===== config.mk =====
export PLATFORM = sky130hd
export DESIGN_NAME = kuz_lin_unit
export DESIGN_NICKNAME = d
export VERILOG_FILES = /design/src/design/kuz_pkg.sv /design/src/design/kuz_lin_unit.sv
export SDC_FILE = /design/constraint.sdc
export NUM_CORES = 1
export LEC_CHECK = 0
export ABC_AREA = 1
export ABC_CLOCK_PERIOD_IN_PS = 6750
export BUFFER_PORTS_ARGS = -buffer_cell sky130_fd_sc_hd__buf_4
export CAP_MARGIN = 20
export CELL_PAD_IN_SITES_DETAIL_PLACEMENT = 0
export CELL_PAD_IN_SITES_GLOBAL_PLACEMENT = 2
export CORE_MARGIN = 2
export CORE_UTILIZATION = 34
export DETAILED_ROUTE_END_ITERATION = 7
export GPL_ROUTABILITY_DRIVEN = 0
export PLACE_DENSITY_LB_ADDON = 0.1
export SYNTH_ARGS = -nofsm -noshare
export SYNTH_HDL_FRONTEND = slang
export SYNTH_SLANG_ARGS = --single-unit

===== constraint.sdc =====
create_clock -name clk -period 6.75 [get_ports clk]
set_clock_uncertainty 0.15 [all_clocks]
set_input_delay 0.3375 -clock clk [delete_from_list [all_inputs] [get_ports clk]]
set_output_delay 0.3375 -clock clk [all_outputs]
set_load 0.05 [all_outputs]

===== src/design/kuz_pkg.sv =====
// Package with the S-boxes, GF(2^8) helpers and the round functions of the cipher.
package kuz_pkg;

  localparam int NumRounds = 10;
  localparam int NumKeys = 10;
  localparam int KeyIdxW = 4;

  localparam logic [7:0] SBOX [256] = '{
    8'd252,8'd238,8'd221,8'd17,8'd207,8'd110,8'd49,8'd22,8'd251,8'd196,8'd250,8'd218,8'd35,8'd197,8'd4,8'd77,
    8'd233,8'd119,8'd240,8'd219,8'd147,8'd46,8'd153,8'd186,8'd23,8'd54,8'd241,8'd187,8'd20,8'd205,8'd95,8'd193,
    8'd249,8'd24,8'd101,8'd90,8'd226,8'd92,8'd239,8'd33,8'd129,8'd28,8'd60,8'd66,8'd139,8'd1,8'd142,8'd79,
    8'd5,8'd132,8'd2,8'd174,8'd227,8'd106,8'd143,8'd160,8'd6,8'd11,8'd237,8'd152,8'd127,8'd212,8'd211,8'd31,
    8'd235,8'd52,8'd44,8'd81,8'd234,8'd200,8'd72,8'd171,8'd242,8'd42,8'd104,8'd162,8'd253,8'd58,8'd206,8'd204,
    8'd181,8'd112,8'd14,8'd86,8'd8,8'd12,8'd118,8'd18,8'd191,8'd114,8'd19,8'd71,8'd156,8'd183,8'd93,8'd135,
    8'd21,8'd161,8'd150,8'd41,8'd16,8'd123,8'd154,8'd199,8'd243,8'd145,8'd120,8'd111,8'd157,8'd158,8'd178,8'd177,
    8'd50,8'd117,8'd25,8'd61,8'd255,8'd53,8'd138,8'd126,8'd109,8'd84,8'd198,8'd128,8'd195,8'd189,8'd13,8'd87,
    8'd223,8'd245,8'd36,8'd169,8'd62,8'd168,8'd67,8'd201,8'd215,8'd121,8'd214,8'd246,8'd124,8'd34,8'd185,8'd3,
    8'd224,8'd15,8'd236,8'd222,8'd122,8'd148,8'd176,8'd188,8'd220,8'd232,8'd40,8'd80,8'd78,8'd51,8'd10,8'd74,
    8'd167,8'd151,8'd96,8'd115,8'd30,8'd0,8'd98,8'd68,8'd26,8'd184,8'd56,8'd130,8'd100,8'd159,8'd38,8'd65,
    8'd173,8'd69,8'd70,8'd146,8'd39,8'd94,8'd85,8'd47,8'd140,8'd163,8'd165,8'd125,8'd105,8'd213,8'd149,8'd59,
    8'd7,8'd88,8'd179,8'd64,8'd134,8'd172,8'd29,8'd247,8'd48,8'd55,8'd107,8'd228,8'd136,8'd217,8'd231,8'd137,
    8'd225,8'd27,8'd131,8'd73,8'd76,8'd63,8'd248,8'd254,8'd141,8'd83,8'd170,8'd144,8'd202,8'd216,8'd133,8'd97,
    8'd32,8'd113,8'd103,8'd164,8'd45,8'd43,8'd9,8'd91,8'd203,8'd155,8'd37,8'd208,8'd190,8'd229,8'd108,8'd82,
    8'd89,8'd166,8'd116,8'd210,8'd230,8'd244,8'd180,8'd192,8'd209,8'd102,8'd175,8'd194,8'd57,8'd75,8'd99,8'd182
  };

  localparam logic [7:0] LCOEF [16] = '{
    8'd1,8'd148,8'd32,8'd133,8'd16,8'd194,8'd192,8'd1,
    8'd251,8'd1,8'd192,8'd194,8'd16,8'd133,8'd32,8'd148
  };

  function automatic logic [7:0] sbox_inv(input logic [7:0] v);
    logic [7:0] r;
    r = '0;
    for (int i = 0; i < 256; i++) begin
      if (SBOX[i] == v) r = 8'(i);
    end
    return r;
  endfunction

  function automatic logic [7:0] gf_mul(input logic [7:0] a, input logic [7:0] b);
    logic [7:0] r;
    logic [7:0] x;
    r = '0;
    x = a;
    for (int i = 0; i < 8; i++) begin
      if (b[i]) r = r ^ x;
      x = x[7] ? ((x << 1) ^ 8'hC3) : (x << 1);
    end
    return r;
  endfunction

  function automatic logic [7:0] lin_l(input logic [127:0] v);
    logic [7:0] acc;
    acc = '0;
    for (int i = 0; i < 16; i++) acc = acc ^ gf_mul(v[8*i +: 8], LCOEF[i]);
    return acc;
  endfunction

  // One register step of the linear layer; sixteen steps give L.
  function automatic logic [127:0] lstep_fwd(input logic [127:0] v);
    return {lin_l(v), v[127:8]};
  endfunction

  function automatic logic [127:0] lstep_inv(input logic [127:0] v);
    logic [127:0] t;
    t = {v[119:0], v[127:120]};
    return {t[127:8], lin_l(t)};
  endfunction

  function automatic logic [127:0] sub_fwd(input logic [127:0] v);
    logic [127:0] r;
    for (int i = 0; i < 16; i++) r[8*i +: 8] = SBOX[v[8*i +: 8]];
    return r;
  endfunction

  function automatic logic [127:0] sub_inv(input logic [127:0] v);
    logic [127:0] r;
    for (int i = 0; i < 16; i++) r[8*i +: 8] = sbox_inv(v[8*i +: 8]);
    return r;
  endfunction

endpackage


===== src/design/kuz_lin_unit.sv =====
// Shared linear-layer unit: applies L or its inverse one byte step per cycle.
module kuz_lin_unit import kuz_pkg::*; (
  input  logic         clk,
  input  logic         rst_n,
  input  logic         start,
  input  logic         inv,
  input  logic [127:0] din,
  output logic         done,
  output logic [127:0] dout
);

  logic [127:0] v_r;
  logic [4:0]   cnt_r;
  logic         busy_r;
  logic         inv_r;

  always_ff @(posedge clk) begin
    if (!rst_n) begin
      busy_r <= 1'b0;
      cnt_r  <= '0;
    end else if (start) begin
      busy_r <= 1'b1;
      cnt_r  <= '0;
    end else if (busy_r) begin
      cnt_r <= cnt_r + 5'd1;
      if (cnt_r == 5'd15) busy_r <= 1'b0;
    end
  end

  always_ff @(posedge clk) begin
    if (start) begin
      v_r   <= din;
      inv_r <= inv;
    end else if (busy_r) begin
      v_r <= inv_r ? lstep_inv(v_r) : lstep_fwd(v_r);
    end
  end

  assign done = busy_r && (cnt_r == 5'd15);
  assign dout = inv_r ? lstep_inv(v_r) : lstep_fwd(v_r);

endmodule


After elaboration in Yosys (flattened, before gate mapping)
Index checks and enable logic that the tools add are counted.
- register bits after elaboration: 135
- input port bits: 132
- output and inout bits: 129
- word-level logic and storage cells: 521
- $add $sub $neg: 1
- equal/unequal tests: 1
- muxes and demuxes: 259
- bitwise gates (word level): 253
- reductions and logical operators: 3
- operators by type and width (cell ; count):
    $mux 8 ; 252
    $xor 8x8->8 ; 140
    $mux 128 ; 4
    $not 4->4 ; 112
    $add 5x1->5 const B ; 1
    $eq 5x4->1 const B ; 1
    $mux 1 ; 3
    $reduce_bool 2->1 ; 1
    $reduce_or 2->1 ; 1
    $logic_and 1x1->1 ; 1
    $not 1->1 ; 1

Logic depth before layout (Yosys ltp)
- depth in word-level cells: 35
- gate-level depth with buffers: 26
- gate-level depth less buffers: 25

Worst setup path after synthesis
Ideal clock, no wire load.
- path type: input-to-reg
- start: input start
- end: register v_r[0], enable pin
- library setup time: 0.482 ns
- data arrival time: 3.140 ns
- required time: 6.118 ns
- slack: 2.978 ns
- stages on the path: 3
- buffers on the path: 1
- cell sequence: clkbuf_1 > nor2_1 > inv_1
- cells in the longest elaborated chain, start to end: 1
- ends and longest elaborated chain (what ; line ; source):
    start: declaration ; kuz_lin_unit.sv:5 ; input logic start,
    $reduce_bool 2->1 (no line) ; -- ;
    end signal: assignment ; kuz_lin_unit.sv:32 ; v_r <= din;
    end signal: assignment ; kuz_lin_unit.sv:35 ; v_r <= inv_r ? lstep_inv(v_r) : lstep_fwd(v_r);
    end: declaration ; kuz_lin_unit.sv:12 ; logic [127:0] v_r;
No other way between the ends.
A chain may end at the register's enable or synchronous reset.

Worst setup path in the final report
- start: register v_r[39]
- end: output dout[2]
- cells in the longest elaborated chain, start to end: 23
- elaborated cells between the ends (all ways): 26
- those cells by class: mux (8); bitwise (18)
- ends and longest elaborated chain (what ; line ; source):
    $mux 8 * ; kuz_pkg.sv:48 ; x = x[7] ? ((x << 1) ^ 8'hC3) : (x << 1);
    $not 4->4 (no line) ; -- ;
    $mux 8 * (2 in series) ; kuz_pkg.sv:48 ;
    $not 4->4 (no line) ; -- ;
    $mux 8 * ; kuz_pkg.sv:48 ;
    $mux 8 * ; -- ;
    $not 4->4 (no line) ; -- ;
    $mux 8 * ; kuz_pkg.sv:48 ;
    $mux 8 ; -- ;
    $xor 8x8->8 * ; kuz_pkg.sv:47 ; if (b[i]) r = r ^ x;
    $xor 8x8->8 * (11 in series) ; kuz_pkg.sv:56 ; for (int i = 0; i < 16; i++) acc = acc ^ gf_mul(v[8*i +: 8], LCOEF[i]);
    $mux 128 * ; kuz_lin_unit.sv:40 ; assign dout = inv_r ? lstep_inv(v_r) : lstep_fwd(v_r);
    end: declaration ; kuz_lin_unit.sv:9 ; output logic [127:0] dout
Every way passes the cells marked *; elsewhere a longest branch is shown, timed or not.

==> results by group <==
Setup path
  • Critical Path Most Common Cell: nand2_1
  • Crit path cell chain: inv_1 -> nand2_1 -> nand2_2 -> xor2_1 -> nand2_1 -> nand3_1 -> nand2_1 -> xnor2_1 -> xor2_1 -> nand3_1 -> nand3b_1 -> nand3_1 -> nand2_1 -> buf_4
  • Worst setup path endpoint: dout[2]
  • CP max stage delay: 0.52 ns
  • Reg2reg end: v_r[2]
  • Worst setup path start: v_r[39]
  • Crit Path Class: flip-flop to output pin
  • Required time of the critical path: between 6 and 7 ns
  • R2R setup slack: 3.28 ns
  • Reg2Reg Depth: 16
  • Slowest-stage cell, CP: edfxtp_1
  • R2r startpoint: v_r[39]
  • Crit. End Element: output pin
  • Critical Path AT: about 3.7 ns
  • Crit Path Max Fanout: 5
  • Critical Path Start Type: flip-flop

Die
  • Ports: 261
  • Die area: between 40000 and 50000 sq um
  • Die Wd: approximately 220 um
  • Core area: ~44000 sq um
  • Initial Utilization: 34.7%
  • Die Y-Extent: 217 um
  • Core Rows: between 70 and 80

Power and ir drop
  • PD cells: between 400 and 500 nW/um^2
  • Internal power: ~4.1 mW
  • Gate power share: roughly three quarters
  • Sw frac: between 50% and 60%
  • Worst VDD drop: between 0.2 and 0.3 mV
  • Clk pwr share: ~11%
  • Leak: about 9.9 nW
  • Sequential share of power: about 15%
  • Sw Pwr: approximately 5.4 mW

Layout
  • Area grow syn2layout: 26.9%
  • Fin nets: roughly 2700
  • Antenna cells: 0
  • Most frequent cells in the layout: nand2_1, buf_4, xor2_1, inv_1, nand3_1
  • Layout cells sized above 1: between 10% and 20%
  • Commonest non-fill, non-tap cell in the layout: nand2_1

STA
  • Max-slew headroom: a little under a third
  • RSZ-0062 raised after global routing: no
  • Final Max Slew Viols: 0
  • Final setup margin: about 2.6 ns
  • Setup TNS: 0 ns
  • WHS: roughly 0.024 ns
  • Fmax: between 0.2 and 0.25 GHz
  • Post-route minimum period: roughly 4.1 ns
  • Worst slew pin tran: 1.03 ns
  • Final Hold Vio Count: 0
  • Final worst path period share: 61.4%
  • Setup-failing EPs final: 0

Placed design
  • Post-place setup slack: ~3.2 ns
  • Hpwl dp: 50800 um
  • # port buffers: between 200 and 300

Routing
  • Drt first-iter violations: ~1100
  • Drt total wl: around 63000 um
  • Post-DRT Antenna Nets: 0
  • WL per Instance: between 15 and 20 um
  • DR pass1 iterations: 5
  • DR vias: between 15000 and 20000
  • Vias per cell: 4.76
  • # DRC: 0

Clocking
  • Max Buffers Root-to-Sink: 2
  • Clock root buffer: clkbuf_16
  • Postcts setup bufs: 0
  • # resized after CTS: 0
  • Clock Sinks: about 140
  • Worst-path clk slew: around 0.070 ns
  • Cts bufs inserted: 17
  • Hold-fix buffers, CTS: around 130
  • TritonCTS clock tree: built
  • CTS HTree Levels: 4
  • Clock latency on the worst-skew pair: ~0.50 ns

Yosys
  • Syn Area/Cell: between 6 and 7 sq um
  • EDFF count, synth: ~130
  • Synth Flop Type: edfxtp_1
  • Async S/R FF share, synth: 0%
  • Sequential share of the synthesized area: between 20% and 30%
  • Yosys cell types: between 40 and 50
  • Synth Instances: ~2300
  • Synthesized area: approximately 15000 sq um
  • Mapped Nets: between 2000 and 2500
  • #FFs+latches synth: approximately 140
  • Yosys warnings: 0

Run status
  • Status: finished, final reports clean

Run
  • Max Cap Violations: 0

Global routing
  • Vias in the first global route: 14800
  • First-pass GRT wire length: approximately 93000 um
  • Global-route usage over all layers: 26.9%
  • Congestion Overflow GR: 0
  • Initial antenna violation count: 1
  • Largest net degree at the start of global routing: between 80 and 90

Min path
  • Hold crit path type: input pin to flip-flop
-- layer usage --
layer / wire, um / up-vias / track usage [%]
li1: - / 7663 / -
met1: 28100 / 7089 / 34.4
met2: 30700 / 379 / 46.7
met3: 2540 / 72 / 3.61
met4: 1670 / 2 / 8.93
met5: 13 / - / 0
-- worst min-delay path by stage --
stage | slack, ns | startpoint | cells after the start | end
after detailed placement | 0.33 | cnt_r[4] | 2 | cnt_r[4]
after global routing | 0.03 | din[70] | 3 | v_r[70]
after CTS | 0.005 | din[70] | 3 | v_r[70]
after global placement | 0.32 | cnt_r[4] | 2 | cnt_r[4]
after floorplan | 0.29 | inv | 0 | inv_r
final | 0.02 | din[55] | 3 | v_r[55]
-- critical path, delay by kind of cell, from the launching register on --
family | cells | cell delay, ns
flops | 1 | 0.52
buf+inv | 2 | 0.43
xor+xnor | 3 | 1.00
simple gates | 9 | 1.21
-- final cells by class --
class / instances / area, sq um
fill: 4626 / 24900
multi-input combinational: 1844 / 10100
sequential: 135 / 3990
clock buffer: 27 / 621
tap: 592 / 741
clock inverter: 5 / 37.5
inverter: 197 / 751
timing repair buffer: 393 / 3260
-- registers in the layout, summed over array words and instances, names as in the netlist --
name,cells
v_r,128
cnt_r,5
busy_r,1
inv_r,1
-- kinds of logic after synthesis --
logic type | after synthesis | synth area share (%)
xor gates and xnor gates | 422 | 26.3
and+or+nand+nor | 1292 | 34.9
buffers and inverters | 306 | 8.24
AOI/OAI and AO/OA | 128 | 4.42
DFF | 135 | 25.9
adders and majority gates | 2 | 0.163
-- cell usage after synthesis, drive strengths merged (2+ instances only) --
library cell	n	area share, %
buf	59	2.1
nand2b	2	0.081
xnor2	147	9.0
and2	3	0.12
nand3b	21	1.0
xor2	269	16
inv	195	4.8
nor2	14	0.34
nand4	7	0.28
xnor3	6	0.88
or2	14	0.57
clkbuf	50	1.3
nand2	1065	27
a21boi	5	0.24
a211oi	2	0.098
ha	2	0.16
nand3	164	5.4
a31oi	2	0.081
a21o	2	0.098
edfxtp	129	25
clkinv	2	0.057
o21ai	114	3.8
a21oi	2	0.065
dfxtp	6	0.78
-- through the flow --
| stage | utilization (%) | total power, mW | cell area [sq um] | std cells |
|---|---|---|---|---|
| 3_3_place_gp | 39.7 | 8.29 | 17600 | 3036 |
| 4_1_cts | 44.0 | 9.47 | 19500 | 3193 |
| 2_1_floorplan | - | 6.32 | 15400 | 2285 |
| 5_1_grt | 44.0 | 10.1 | 19500 | 3193 |
| 3_5_place_dp | 39.7 | 8.32 | 17600 | 3036 |
| 6_report | 44.0 | 9.42 | 19500 | 3193 |
-- power groups by stage --
stage	Clock [mW]	Combinational (mW)	Sequential, mW
global route	1.09	7.60	1.44
detailed placement	0	6.89	1.43
floorplan	0	5.13	1.19
finish	1.05	6.95	1.42
global placement	0	6.86	1.43
CTS	1.07	6.98	1.42
(Power assumes the default switching activity.)
